**src/calu_pkg.sv**
```systemverilog
`default_nettype none

package calu_pkg;

    // Operation codes carried in the func field
    typedef enum logic [4:0] {
        FN_ADD   = 5'd0,
        FN_ADC   = 5'd1,
        FN_SUB   = 5'd2,
        FN_SBC   = 5'd3,
        FN_AND   = 5'd4,
        FN_XOR   = 5'd5,
        FN_OR    = 5'd6,
        FN_CP    = 5'd7,
        FN_INC   = 5'd8,
        FN_DEC   = 5'd9,
        FN_RLC   = 5'd10,
        FN_RRC   = 5'd11,
        FN_RL    = 5'd12,
        FN_RR    = 5'd13,
        FN_SLA   = 5'd14,
        FN_SRA   = 5'd15,
        FN_SWAP  = 5'd16,
        FN_SRL   = 5'd17,
        FN_RLCA  = 5'd18,
        FN_RRCA  = 5'd19,
        FN_RLA   = 5'd20,
        FN_RRA   = 5'd21,
        FN_DAA   = 5'd22,
        FN_SCF   = 5'd23,
        FN_CCF   = 5'd24,
        FN_ADD16 = 5'd25
    } alu_func_t;

    // Flag bit positions
    localparam int unsigned FLAG_Z = 3;
    localparam int unsigned FLAG_N = 2;
    localparam int unsigned FLAG_H = 1;
    localparam int unsigned FLAG_C = 0;

    // Decimal adjust constants
    localparam logic [7:0] DAA_HI_ADJ   = 8'h60;
    localparam logic [7:0] DAA_LO_ADJ   = 8'h06;
    localparam logic [7:0] DAA_HI_LIMIT = 8'h99;
    localparam logic [3:0] DAA_LO_LIMIT = 4'h9;

endpackage

`default_nettype wire

```
**src/cpu_alu_with_flags_unit.sv**
```systemverilog
// Throughput: one operation per cycle when not stalled; an input register feeds
// the ALU logic and a result register drives the output, so each item takes one
// pass through both. A stalled output holds both stages; the input stalls only
// when both are full. Reset (rst_n low, asynchronous) empties both stages;
// payload is not cleared.
`default_nettype none

module cpu_alu_with_flags_unit (
    input  wire logic        clk,
    input  wire logic        rst_n,
    input  wire logic        in_valid,
    output logic             in_stall,
    input  wire logic [4:0]  func,
    input  wire logic [15:0] operand_a,
    input  wire logic [15:0] operand_b,
    input  wire logic [3:0]  flags_in,
    output logic             out_valid,
    input  wire logic        out_stall,
    output logic [15:0]      result,
    output logic [3:0]       flags_out
);

    logic                  s1_valid_reg;
    logic                  s1_valid_next;
    calu_pkg::alu_func_t   func_reg;
    logic [15:0]           a_reg;
    logic [15:0]           b_reg;
    logic [3:0]            fin_reg;
    logic                  out_valid_reg;
    logic                  out_valid_next;
    logic [15:0]           result_reg;
    logic [3:0]            flags_reg;

    logic                  out_free;
    logic                  s1_advance;
    logic                  in_take;
    logic [15:0]           alu_result;
    logic [3:0]            alu_flags;

    // Stage handshake: output slot frees when empty or being taken
    assign out_free   = !out_valid_reg || !out_stall;
    assign s1_advance = s1_valid_reg && out_free;
    assign in_stall   = s1_valid_reg && !out_free;
    assign in_take    = in_valid && !in_stall;

    assign s1_valid_next  = in_take || (s1_valid_reg && !out_free);
    assign out_valid_next = s1_advance || (out_valid_reg && out_stall);

    // Hold stage valid bits
    always_ff @(posedge clk or negedge rst_n)
    begin
        if (!rst_n)
        begin
            s1_valid_reg  <= 1'b0;
            out_valid_reg <= 1'b0;
        end
        else
        begin
            s1_valid_reg  <= s1_valid_next;
            out_valid_reg <= out_valid_next;
        end
    end

    // Capture the operands on an input transfer
    always_ff @(posedge clk)
    begin
        if (in_take)
        begin
            func_reg <= calu_pkg::alu_func_t'(func);
            a_reg    <= operand_a;
            b_reg    <= operand_b;
            fin_reg  <= flags_in;
        end
    end

    // ALU datapath
    always_comb
    begin
        logic [7:0]  a8;
        logic [7:0]  b8;
        logic        cin;
        logic        cuse;
        logic [8:0]  sum9;
        logic [4:0]  hsum5;
        logic [8:0]  diff9;
        logic [4:0]  hdiff5;
        logic [16:0] sum17;
        logic [12:0] hsum13;
        logic [7:0]  daa_adj;
        logic        daa_c;
        logic [7:0]  r8;
        logic        z_f;
        logic        n_f;
        logic        h_f;
        logic        c_f;
        logic        z_use;

        a8   = a_reg[7:0];
        b8   = b_reg[7:0];
        cin  = fin_reg[calu_pkg::FLAG_C];
        cuse = ((func_reg == calu_pkg::FN_ADC) || (func_reg == calu_pkg::FN_SBC)) ? cin : 1'b0;

        sum9   = {1'b0, a8} + {1'b0, b8} + {8'd0, cuse};
        hsum5  = {1'b0, a8[3:0]} + {1'b0, b8[3:0]} + {4'd0, cuse};
        diff9  = {1'b0, a8} - {1'b0, b8} - {8'd0, cuse};
        hdiff5 = {1'b0, a8[3:0]} - {1'b0, b8[3:0]} - {4'd0, cuse};
        sum17  = {1'b0, a_reg} + {1'b0, b_reg};
        hsum13 = {1'b0, a_reg[11:0]} + {1'b0, b_reg[11:0]};

        // Decimal adjust: pick the correction from N, H and C
        daa_adj = 8'd0;
        daa_c   = cin;
        if (!fin_reg[calu_pkg::FLAG_N])
        begin
            if (cin || (a8 > calu_pkg::DAA_HI_LIMIT))
            begin
                daa_adj = daa_adj | calu_pkg::DAA_HI_ADJ;
                daa_c   = 1'b1;
            end
            if (fin_reg[calu_pkg::FLAG_H] || (a8[3:0] > calu_pkg::DAA_LO_LIMIT))
            begin
                daa_adj = daa_adj | calu_pkg::DAA_LO_ADJ;
            end
        end
        else
        begin
            if (cin)
            begin
                daa_adj = daa_adj | calu_pkg::DAA_HI_ADJ;
            end
            if (fin_reg[calu_pkg::FLAG_H])
            begin
                daa_adj = daa_adj | calu_pkg::DAA_LO_ADJ;
            end
        end

        r8         = 8'd0;
        n_f        = 1'b0;
        h_f        = 1'b0;
        c_f        = 1'b0;
        z_use      = 1'b1;
        alu_result = 16'd0;
        alu_flags  = fin_reg;

        unique case (func_reg) inside
            calu_pkg::FN_ADD, calu_pkg::FN_ADC:
            begin
                r8  = sum9[7:0];
                h_f = hsum5[4];
                c_f = sum9[8];
            end
            calu_pkg::FN_SUB, calu_pkg::FN_SBC, calu_pkg::FN_CP:
            begin
                r8  = diff9[7:0];
                n_f = 1'b1;
                h_f = hdiff5[4];
                c_f = diff9[8];
            end
            calu_pkg::FN_AND:
            begin
                r8  = a8 & b8;
                h_f = 1'b1;
            end
            calu_pkg::FN_XOR:
            begin
                r8 = a8 ^ b8;
            end
            calu_pkg::FN_OR:
            begin
                r8 = a8 | b8;
            end
            calu_pkg::FN_INC:
            begin
                r8  = a8 + 8'd1;
                h_f = (a8[3:0] == 4'hF);
                c_f = cin;
            end
            calu_pkg::FN_DEC:
            begin
                r8  = a8 - 8'd1;
                n_f = 1'b1;
                h_f = (a8[3:0] == 4'h0);
                c_f = cin;
            end
            calu_pkg::FN_RLC, calu_pkg::FN_RLCA:
            begin
                r8    = {a8[6:0], a8[7]};
                c_f   = a8[7];
                z_use = (func_reg == calu_pkg::FN_RLC);
            end
            calu_pkg::FN_RRC, calu_pkg::FN_RRCA:
            begin
                r8    = {a8[0], a8[7:1]};
                c_f   = a8[0];
                z_use = (func_reg == calu_pkg::FN_RRC);
            end
            calu_pkg::FN_RL, calu_pkg::FN_RLA:
            begin
                r8    = {a8[6:0], cin};
                c_f   = a8[7];
                z_use = (func_reg == calu_pkg::FN_RL);
            end
            calu_pkg::FN_RR, calu_pkg::FN_RRA:
            begin
                r8    = {cin, a8[7:1]};
                c_f   = a8[0];
                z_use = (func_reg == calu_pkg::FN_RR);
            end
            calu_pkg::FN_SLA:
            begin
                r8  = {a8[6:0], 1'b0};
                c_f = a8[7];
            end
            calu_pkg::FN_SRA:
            begin
                r8  = {a8[7], a8[7:1]};
                c_f = a8[0];
            end
            calu_pkg::FN_SWAP:
            begin
                r8 = {a8[3:0], a8[7:4]};
            end
            calu_pkg::FN_SRL:
            begin
                r8  = {1'b0, a8[7:1]};
                c_f = a8[0];
            end
            calu_pkg::FN_DAA:
            begin
                r8  = fin_reg[calu_pkg::FLAG_N] ? (a8 - daa_adj) : (a8 + daa_adj);
                n_f = fin_reg[calu_pkg::FLAG_N];
                c_f = daa_c;
            end
            calu_pkg::FN_SCF, calu_pkg::FN_CCF:
            begin
                r8 = a8;
            end
            default:
            begin
                r8 = 8'd0;
            end
        endcase

        z_f = z_use && (r8 == 8'd0);

        // Assemble the result word and the flag nibble
        unique case (func_reg) inside
            calu_pkg::FN_CP:
            begin
                alu_result = a_reg;
                alu_flags  = {z_f, n_f, h_f, c_f};
            end
            calu_pkg::FN_SCF:
            begin
                alu_result = {8'd0, r8};
                alu_flags  = {fin_reg[calu_pkg::FLAG_Z], 3'b001};
            end
            calu_pkg::FN_CCF:
            begin
                alu_result = {8'd0, r8};
                alu_flags  = {fin_reg[calu_pkg::FLAG_Z], 2'b00, !cin};
            end
            calu_pkg::FN_ADD16:
            begin
                alu_result = sum17[15:0];
                alu_flags  = {fin_reg[calu_pkg::FLAG_Z], 1'b0, hsum13[12], sum17[16]};
            end
            calu_pkg::FN_ADD, calu_pkg::FN_ADC, calu_pkg::FN_SUB, calu_pkg::FN_SBC,
            calu_pkg::FN_AND, calu_pkg::FN_XOR, calu_pkg::FN_OR, calu_pkg::FN_INC,
            calu_pkg::FN_DEC, calu_pkg::FN_RLC, calu_pkg::FN_RRC, calu_pkg::FN_RL,
            calu_pkg::FN_RR, calu_pkg::FN_SLA, calu_pkg::FN_SRA, calu_pkg::FN_SWAP,
            calu_pkg::FN_SRL, calu_pkg::FN_RLCA, calu_pkg::FN_RRCA, calu_pkg::FN_RLA,
            calu_pkg::FN_RRA, calu_pkg::FN_DAA:
            begin
                alu_result = {8'd0, r8};
                alu_flags  = {z_f, n_f, h_f, c_f};
            end
            default:
            begin
                alu_result = 16'd0;
                alu_flags  = fin_reg;
            end
        endcase
    end

    // Advance the ALU output into the result register
    always_ff @(posedge clk)
    begin
        if (s1_advance)
        begin
            result_reg <= alu_result;
            flags_reg  <= alu_flags;
        end
    end

    assign out_valid = out_valid_reg;
    assign result    = result_reg;
    assign flags_out = flags_reg;

    // The input stalls only with both stages full and the output held
    a_stall_full: assert property (@(posedge clk) disable iff (!rst_n)
        in_stall |-> (s1_valid_reg && out_valid_reg && out_stall))
        else $error("input stalled with a free stage");

    // An item in the ALU stage moves on when the output slot frees
    a_advance: assert property (@(posedge clk) disable iff (!rst_n)
        (s1_valid_reg && out_free) |=> out_valid_reg)
        else $error("item dropped between stages");

    // A held item in the ALU stage is kept
    a_hold: assert property (@(posedge clk) disable iff (!rst_n)
        (s1_valid_reg && !out_free) |=> (s1_valid_reg && $stable(a_reg) && $stable(b_reg)))
        else $error("held ALU stage item lost");

    // Eight-bit results never set the high byte
    a_high_byte: assert property (@(posedge clk) disable iff (!rst_n)
        (s1_advance && (func_reg != calu_pkg::FN_CP) && (func_reg != calu_pkg::FN_ADD16))
        |-> (alu_result[15:8] == 8'd0))
        else $error("high byte set by an 8-bit operation");

endmodule

`default_nettype wire
```
**config.mk**
```make
export PLATFORM = sky130hd
export DESIGN_NAME = cpu_alu_with_flags_unit
export DESIGN_NICKNAME = d
export VERILOG_FILES = /design/src/calu_pkg.sv /design/src/cpu_alu_with_flags_unit.sv
export SDC_FILE = /design/constraint.sdc
export NUM_CORES = 1
export LEC_CHECK = 0
export ABC_AREA = 1
export BUFFER_PORTS_ARGS = -buffer_cell sky130_fd_sc_hd__buf_2
export CORE_MARGIN = 2
export CORE_UTILIZATION = 51
export CTS_CLUSTER_DIAMETER = 30
export DETAILED_ROUTE_END_ITERATION = 10
export MAX_ROUTING_LAYER = met4
export PLACE_DENSITY = 0.76
export SYNTH_ARGS = -nofsm -noshare
export SYNTH_HDL_FRONTEND = slang
export SYNTH_SLANG_ARGS = --single-unit
export TNS_END_PERCENT = 10
```
**constraint.sdc**
```tcl
create_clock -name clk -period 9.1 [get_ports clk]
set_input_delay 2.73 -clock clk [delete_from_list [all_inputs] [get_ports clk]]
set_output_delay 2.73 -clock clk [all_outputs]
set_load 0.005 [all_outputs]
```
# After elaboration in Yosys (flattened, before gate mapping)
# Cells that the tools add are included.
[totals]
ff_bits = 63
output_inout_bits = 22
wordCells = 101
in_bits = 45
[op_classes]
add_sub_neg = 14
n_eq_ne = 26
reduce_logical = 32
muxes = 16
n_bitwise = 3
n_lt_le_gt_ge = 2
[op_table]
columns = ["operator", "n"]
rows = [
  ["$pmux W8 S17", 1],
  ["$eq A5 B5 Y1 const B", 10],
  ["$pmux W16 S3", 1],
  ["$eq A5 B4 Y1 const B", 8],
  ["$reduce_or A24 Y1", 1],
  ["$reduce_or A23 Y1", 1],
  ["$mux W7", 3],
  ["$eq A5 B3 Y1 const B", 4],
  ["$add A16 B16 Y17", 1],
  ["$pmux W4 S4", 1],
  ["$reduce_or A2 Y1", 7],
  ["$add A12 B12 Y13", 1],
  ["$eq A5 B2 Y1 const B", 2],
  ["$add A8 B8 Y9", 1],
  ["$add A9 B1 Y9", 1],
  ["$sub A8 B8 Y9", 1],
  ["$sub A9 B1 Y9", 1],
  ["$add A8 B1 Y8 const B", 1],
  ["$add A8 B8 Y8", 1],
  ["$and A8 B8 Y8", 1],
  ["$gt A8 B8 Y1 const B", 1],
  ["$logic_not A8 Y1", 1],
  ["$mux W8", 1],
  ["$or A8 B8 Y8", 1],
  ["25 further kinds", 41],
]

# Longest topological paths before layout
# Gate-level depths: netlist (run 1).
[logic_depth]
word_depth = 11
mapped_depth = 24
ltp_nobuf = 23

# Least setup slack after synthesis (run 1)
# OpenSTA, ideal clock, no wires.
[synth_path]
kind = "in2out"
from = "in out_stall"
to = "out in_stall"
t_required_ns = 6.370
n_path_buf = 0
path_slack_ns = 3.462
t_arrival_ns = 2.908
cell_stages = 2
path_cell_list = "nand2_1 nor2_1"
[synth_between]
elab_chain_len = 4
[synth_rtl]
columns = ["element", "line", "source"]
rows = [
  ["from (decl)", "cpu_alu_with_flags_unit.sv:18", "input wire logic out_stall,"],
  ["$logic_not A1 Y1", "cpu_alu_with_flags_unit.sv:41", "assign out_free = !out_valid_reg || !out_stall;"],
  ["$logic_or A1 B1 Y1", "cpu_alu_with_flags_unit.sv:41", ""],
  ["$logic_not A1 Y1", "cpu_alu_with_flags_unit.sv:43", "assign in_stall = s1_valid_reg && !out_free;"],
  ["$logic_and A1 B1 Y1", "cpu_alu_with_flags_unit.sv:43", ""],
  ["to (decl)", "cpu_alu_with_flags_unit.sv:12", "output logic in_stall,"],
]
# No other way between the ends.

# Worst setup path in the final report (run 1)
# Same ends and word-level chain as after synthesis.

==> results of run 1 <==
==> routing by layer <==
metal | vias up | GRT usage | wire, um | part of all wire
li1 | 2808 | - | - | -
met1 | 2626 | 0.407 | 7170 | 0.42
met2 | 281 | 0.460 | 7550 | 0.45
met3 | 53 | 0.0652 | 1520 | 0.090
met4 | 0 | 0.138 | 690 | 0.041
met5 | - | - | 0 | 0
==> worst max-delay path, stage by stage <==
cell     delay (ns)
buf_2          0.09
nand2_1        0.08
nor2_1         0.11
buf_2          0.12
==> path summary, 6_finish.rpt <==
| kind | endpoint | start | slack (ns) |
|---|---|---|---|
| min | out_valid | s1_valid_reg | 0.52 |
| min reg2reg | out_valid | s1_valid_reg | 0.52 |
| min in group asynchronous | s1_valid_reg | rst_n | 2.13 |
| max in group asynchronous | out_valid | rst_n | 6.87 |
| max | in_stall | out_stall | 3.23 |
| max reg2reg | flags_out[3] | a_reg[1] | 5.22 |
==> cells by family after synthesis <==
family | count (synthesis) | synth area share
AO/OA/AOI/OAI | 101 | 0.102
XOR/XNOR | 4 | 0.00619
adder cells (fa/ha/maj) | 53 | 0.125
buffers and inverters | 127 | 0.0867
flip-flops | 63 | 0.333
AND/OR/NAND/NOR | 464 | 0.347
==> Yosys cell counts (all sizes together) <==
master | number | area share
a211oi | 1 | 0.0013
a21boi | 1 | 0.0013
a21o | 2 | 0.0027
a21oi | 35 | 0.032
a22oi | 2 | 0.0027
a311oi | 1 | 0.0015
buf | 7 | 0.0071
clkbuf | 9 | 0.0060
dfrtp | 2 | 0.0088
edfxtp | 61 | 0.32
fa | 6 | 0.021
ha | 47 | 0.10
inv | 111 | 0.074
nand2 | 259 | 0.17
nand3 | 94 | 0.083
nand3b | 8 | 0.011
nand4 | 12 | 0.013
nor2 | 80 | 0.055
nor3 | 6 | 0.0062
o2111ai | 4 | 0.0062
o211ai | 6 | 0.0080
o21ai | 36 | 0.032
o21bai | 2 | 0.0027
o221ai | 1 | 0.0015
o22ai | 10 | 0.011
or2 | 5 | 0.0055
xnor2 | 2 | 0.0031
xor2 | 2 | 0.0031
==> final cells by class <==
type / count / share of cell area
clock buffers: 9 / 0.0196
clock inverters: 7 / 0.0127
inverters: 111 / 0.0661
multi-input cells: 622 / 0.522
flip-flops and latches: 63 / 0.298
well taps: 140 / 0.0278
repair buffers: 67 / 0.0536
==> metrics by stage <==
stage | utilization | area (um^2) | power [uW] | hold slack [ns] | cells
floorplan | - | 5660 | 534 | 0.442 | 812
global placement | 0.563 | 6100 | 605 | 0.482 | 1003
detailed placement | 0.563 | 6100 | 610 | 0.490 | 1003
CTS | 0.582 | 6310 | 865 | 0.512 | 1019
global route | 0.582 | 6310 | 920 | 0.550 | 1019
finish | 0.582 | 6310 | 864 | 0.519 | 1019
==> power by group <==
group	internal, uW	leakage [uW]	total, uW	switching [uW]
Sequential	347	0.000615	368	21.6
Combinational	83.1	0.00247	241	158
Clock	129	0.000102	254	125
Total	559	0.00319	864	305
==> impl_metrics.tcl, run 1 <==
set metrics [dict create \
    status "complete, no violations" \
    grt_max_degree 42 \
    die_area_mm2 0.0120 \
    ctsHoldBuffers 0 \
    worstPathMaxFanout 3 \
    multi_input_area_mm2 0.00329 \
    worstSetupEndpointType "primary output" \
    via_count 5768 \
    setup_viol 0 \
    clkLatencyLatePin_ns 0.36 \
    synth_cells 812 \
    drt_iter0_markers 511 \
    core_mm2 0.0108 \
    vias_per_cell 5.66 \
    synth_nets 910 \
    postCtsSetupBuffers 0 \
    start_kind "primary input" \
    std_cell_rows 38 \
    relSlewSlack 0.226 \
    cts_tree "done" \
    r2r_cells 23 \
    tightest_slew_ns 1.16 \
    start_util 0.522 \
    p_leak_uw 0.00319 \
    wl_um 16900 \
    path_class "primary input to primary output" \
    grt_pass1_vias 5397 \
    die_h_um 109 \
    final.setup.tns_ns 0 \
    clock-sinks 63 \
    yosysUniqueCellTypes 35 \
    yosysWarnings 0 \
    seq_area_mm2 0.00188 \
    finClkSkew_ns 0.00636 \
    avgSynthCellArea_um2 6.97 \
    fmax_mhz 170 \
    layout_commonest_cell "nand2_1" \
    cts_max_path_buffers 2 \
    drive_gt1_frac 0.115 \
    firstDrtPassIters 6 \
    diodes 0 \
    gp_congestion 0.982 \
    synth.ff_latch_count 63 \
    finalCritPeriodShare 0.645 \
    ant_nets 0 \
    grt_pass1_wl_um 27100 \
    critPathArrivalTime_ns 3.14 \
    worst-endpoint-required_ns 6.37 \
    hp-class "flip-flop to flip-flop" \
    clk_pin_slew_ns 0.08 \
    synth.cell_area_mm2 0.00566 \
    numCtsBuffers 9 \
    pre_cts_ws_ns 3.23 \
    hpwl_um 12800 \
    cts-root-buf "clkbuf_8" \
    drc 0 \
    holdPathStages 2 \
    hold_viol 0 \
    fp.dieW_um 109 \
    layout_setup_ws_ns 3.23 \
    antenna_found_initial 0 \
    area_growth_syn_to_layout_pct 11.4 \
    fin_nets 972 \
    htreeDepth 3 \
    finalMaxSlewViolations 0 \
    fillers 1078 \
    ys_seq_area_frac 0.333 \
    wire_per_inst_um 16.6 \
    overflow 0 \
    rsz0062_at_grt "no" \
    finalCriticalPeriod_ns 5.87 \
    vdd_drop_max_uv 111 \
    cts_resized 0 \
    final_cell_mix "nand2_1, inv_1, nand3_1, nor2_1, buf_2" \
    max_cap_violations 0 \
    powerDensity_mw_per_mm2 137 \
    boundaryPins 67 \
    track_usage 0.310 \
    io_buffers 66 \
]
Note: power is estimated with default switching activity, not from simulation.
==> run 2, diff against run 1 <==
--- a/config.mk
+++ b/config.mk
@@ -5,14 +5,14 @@
 export SDC_FILE = /design/constraint.sdc
 export NUM_CORES = 1
 export LEC_CHECK = 0
-export ABC_AREA = 1
+export ABC_AREA = 0
 export BUFFER_PORTS_ARGS = -buffer_cell sky130_fd_sc_hd__buf_2
 export CORE_MARGIN = 2
 export CORE_UTILIZATION = 51
 export CTS_CLUSTER_DIAMETER = 30
 export DETAILED_ROUTE_END_ITERATION = 10
 export MAX_ROUTING_LAYER = met4
-export PLACE_DENSITY = 0.76
+export PLACE_DENSITY = 0.77
 export SYNTH_ARGS = -nofsm -noshare
 export SYNTH_HDL_FRONTEND = slang
 export SYNTH_SLANG_ARGS = --single-unit
==> constraint.sdc (replaced) <==
create_clock -name clk -period 5.68 [get_ports clk]
set_input_delay 1.704 -clock clk [delete_from_list [all_inputs] [get_ports clk]]
set_output_delay 1.704 -clock clk [all_outputs]
set_load 0.005 [all_outputs]
==> run 2 against run 1 <==
  * The run now ends with max-capacitance violations, max-slew violations left
  * Hold slack got worse by 0.025 ns
  * Clock power rose by 58%
  * Sequential power rose by 60%
  * Non-clock buffer count rose by 2
  * Sequential cell count did not move
  * First-iteration DRC count fell by 33%
  * Critical path type is now flip-flop to flip-flop
  * Largest cell class unchanged
  * Highest routed layer unchanged
==> impl_metrics.tcl, run 2 <==
set metrics [dict create \
    finalMaxSlewViolations 6 \
    std_cell_rows 36 \
    final_cell_mix "buf_2, edfxtp_1, ha_1" \
    clkLatencyLatePin_ns 0.37 \
    grt_max_degree 42 \
    postCtsSetupBuffers 0 \
    start_util 0.526 \
    setup_viol 0 \
    synth.ff_latch_count 63 \
    synthTopCellsByArea "edfxtp_1, ha_1, o21ai_0" \
    avgSynthCellArea_um2 9.74 \
    clock-sinks 63 \
    powerDensity_mw_per_mm2 241 \
    vdd_drop_max_uv 134 \
    final.setup.tns_ns 0 \
    p_leak_uw 0.00233 \
    die_h_um 104 \
    tightest_slew_ns 1.56 \
    core_mm2 0.00977 \
    grt_pass1_wl_um 23400 \
    relSlewSlack -0.0527 \
    overflow 0 \
    cts_tree "done" \
    diodes 0 \
    yosysTopAreaCell "edfxtp_1" \
    synth_nets 626 \
    ctsHoldBuffers 0 \
    synth.cell_area_mm2 0.00514 \
    track_usage 0.286 \
    io_buffers 66 \
    htreeDepth 3 \
    cp_cell_sequence "o21ai_0 -> o211ai_1 -> a31oi_1 -> ha_1 -> a21oi_1 -> o21ai_0 -> ha_1 -> or3_1 -> o21ai_0 -> a21oi_1 -> xnor2_1 -> a221o_1 -> a221o_1" \
    finalCritPeriodShare 0.732 \
    critPathArrivalTime_ns 4.28 \
    synth_cells 528 \
    fp.dieW_um 104 \
    yosysUniqueCellTypes 74 \
    status "finished, violations left" \
    die_area_mm2 0.0109 \
    worstPathMaxFanout 10 \
    gp_congestion 1.10 \
    fin_nets 676 \
    yosysMostFrequentCell "edfxtp_1" \
    start_kind "flip-flop" \
    via_count 4531 \
    pre_cts_ws_ns 1.65 \
    worst-endpoint-required_ns 5.80 \
    numCtsBuffers 9 \
    clk_pin_slew_ns 0.08 \
    max_cap_violations 1 \
    reg2reg_slack_ns 1.52 \
    antenna_found_initial 0 \
    hp-class "flip-flop to flip-flop" \
    boundaryPins 67 \
    cts_max_path_buffers 2 \
    ys.flop_type "edfxtp_1" \
    utilization 0.581 \
    wl_um 14700 \
    synth.top_cell.area_share 0.356 \
    area_growth_syn_to_layout_pct 10.5 \
    synthArstFlopShare 0.0317 \
    cp_slowest_stage_delay_ns 0.61 \
    firstDrtPassIters 5 \
    drt_iter0_markers 342 \
    fillers 868 \
    worstSetupEndpointType "flip-flop" \
    yosysWarnings 0 \
    hold_viol 0 \
    path_class "flip-flop to flip-flop" \
    fmax_mhz 240 \
    layout_setup_ws_ns 1.52 \
    finClkSkew_ns 0.00996 \
    rsz0062_at_grt "no" \
    ys_seq_area_frac 0.366 \
    yosys-top-cells-count "edfxtp_1, ha_1, inv_1, nor2_1, o21ai_0" \
    hpwl_um 11000 \
    vias_per_cell 6.33 \
    synth_edf_count 61 \
    grt_pass1_vias 4302 \
    layout_commonest_cell "buf_2" \
    worst_path_max_delay_cell "edfxtp_1" \
    ant_nets 0 \
    drc 0 \
    cts-root-buf "clkbuf_8" \
    cp_common_cell "o21ai_0" \
    cts_resized 0 \
    wire_per_inst_um 20.5 \
    drive_gt1_frac 0.180 \
    violations "max-capacitance violations, max-slew violations" \
    finalCriticalPeriod_ns 4.16 \
]
run 2: critical path: cells and delay by family (launching register included):
kind	cells	cell delay, ns
AO/OA/AOI/OAI	9	2.14
adder cells (fa/ha/maj)	2	0.64
flip-flops	1	0.61
AND/OR/NAND/NOR	1	0.36
XOR/XNOR	1	0.17
run 2: path summary, 6_finish.rpt:
| check | startpoint | to | depth (start not counted) |
|---|---|---|---|
| setup / recovery | a_reg[2] | result[7] | 13 |
| hold / removal | s1_valid_reg | out_valid | 1 |
| setup reg to reg | a_reg[2] | result[7] | 13 |
| hold reg to reg | s1_valid_reg | out_valid | 1 |
| max in group asynchronous | rst_n | s1_valid_reg | 1 |
| min in group asynchronous | rst_n | out_valid | 1 |
run 2: report_power, final:
group	leakage (uW)	switching (uW)	internal (uW)
Combinational	0.00162	222	152
Sequential	0.000614	34.7	555
Clock	0.0000956	199	203
Total	0.00233	456	911
run 2: final cells by class:
cell class | instances | area [um^2] | share of cell area
Sequential cell | 63 | 1880 | 0.331
Clock buffer | 9 | 124 | 0.0218
Inverter | 33 | 124 | 0.0218
Clock inverter | 7 | 72.6 | 0.0128
Timing Repair Buffer | 69 | 353 | 0.0621
Multi-Input combinational cell | 402 | 2960 | 0.521
Tap cell | 133 | 166 | 0.0293
run 2: kinds of logic after synthesis:
group                      after synthesis  share of synthesized area
AOI/OAI and AO/OA                      152                      0.210
xor gates and xnor gates                27                     0.0460
adders and majority gates               53                      0.138
buffers and inverters                   63                     0.0594
DFF                                     63                      0.366
muxes                                    3                    0.00584
and+or+nand+nor                        167                      0.175
run 2: per-stage QoR:
step / instances / hold slack [ns] / power (uW) / area, um^2
final: 716 / 0.494 / 1370 / 5680
after global routing: 716 / 0.508 / 1430 / 5680
after CTS: 716 / 0.491 / 1360 / 5680
after detailed placement: 700 / 0.475 / 963 / 5480
after global placement: 700 / 0.461 / 957 / 5480
after floorplan: 528 / 0.443 / 855 / 5140
run 2: routing by layer:
layer / track usage / wire length (um) / up-vias
met5: - / 0 / -
met1: 0.384 / 6330 / 2170
met2: 0.419 / 6600 / 228
met4: 0.129 / 548 / 0
met3: 0.0533 / 1200 / 46
li1: - / - / 2087
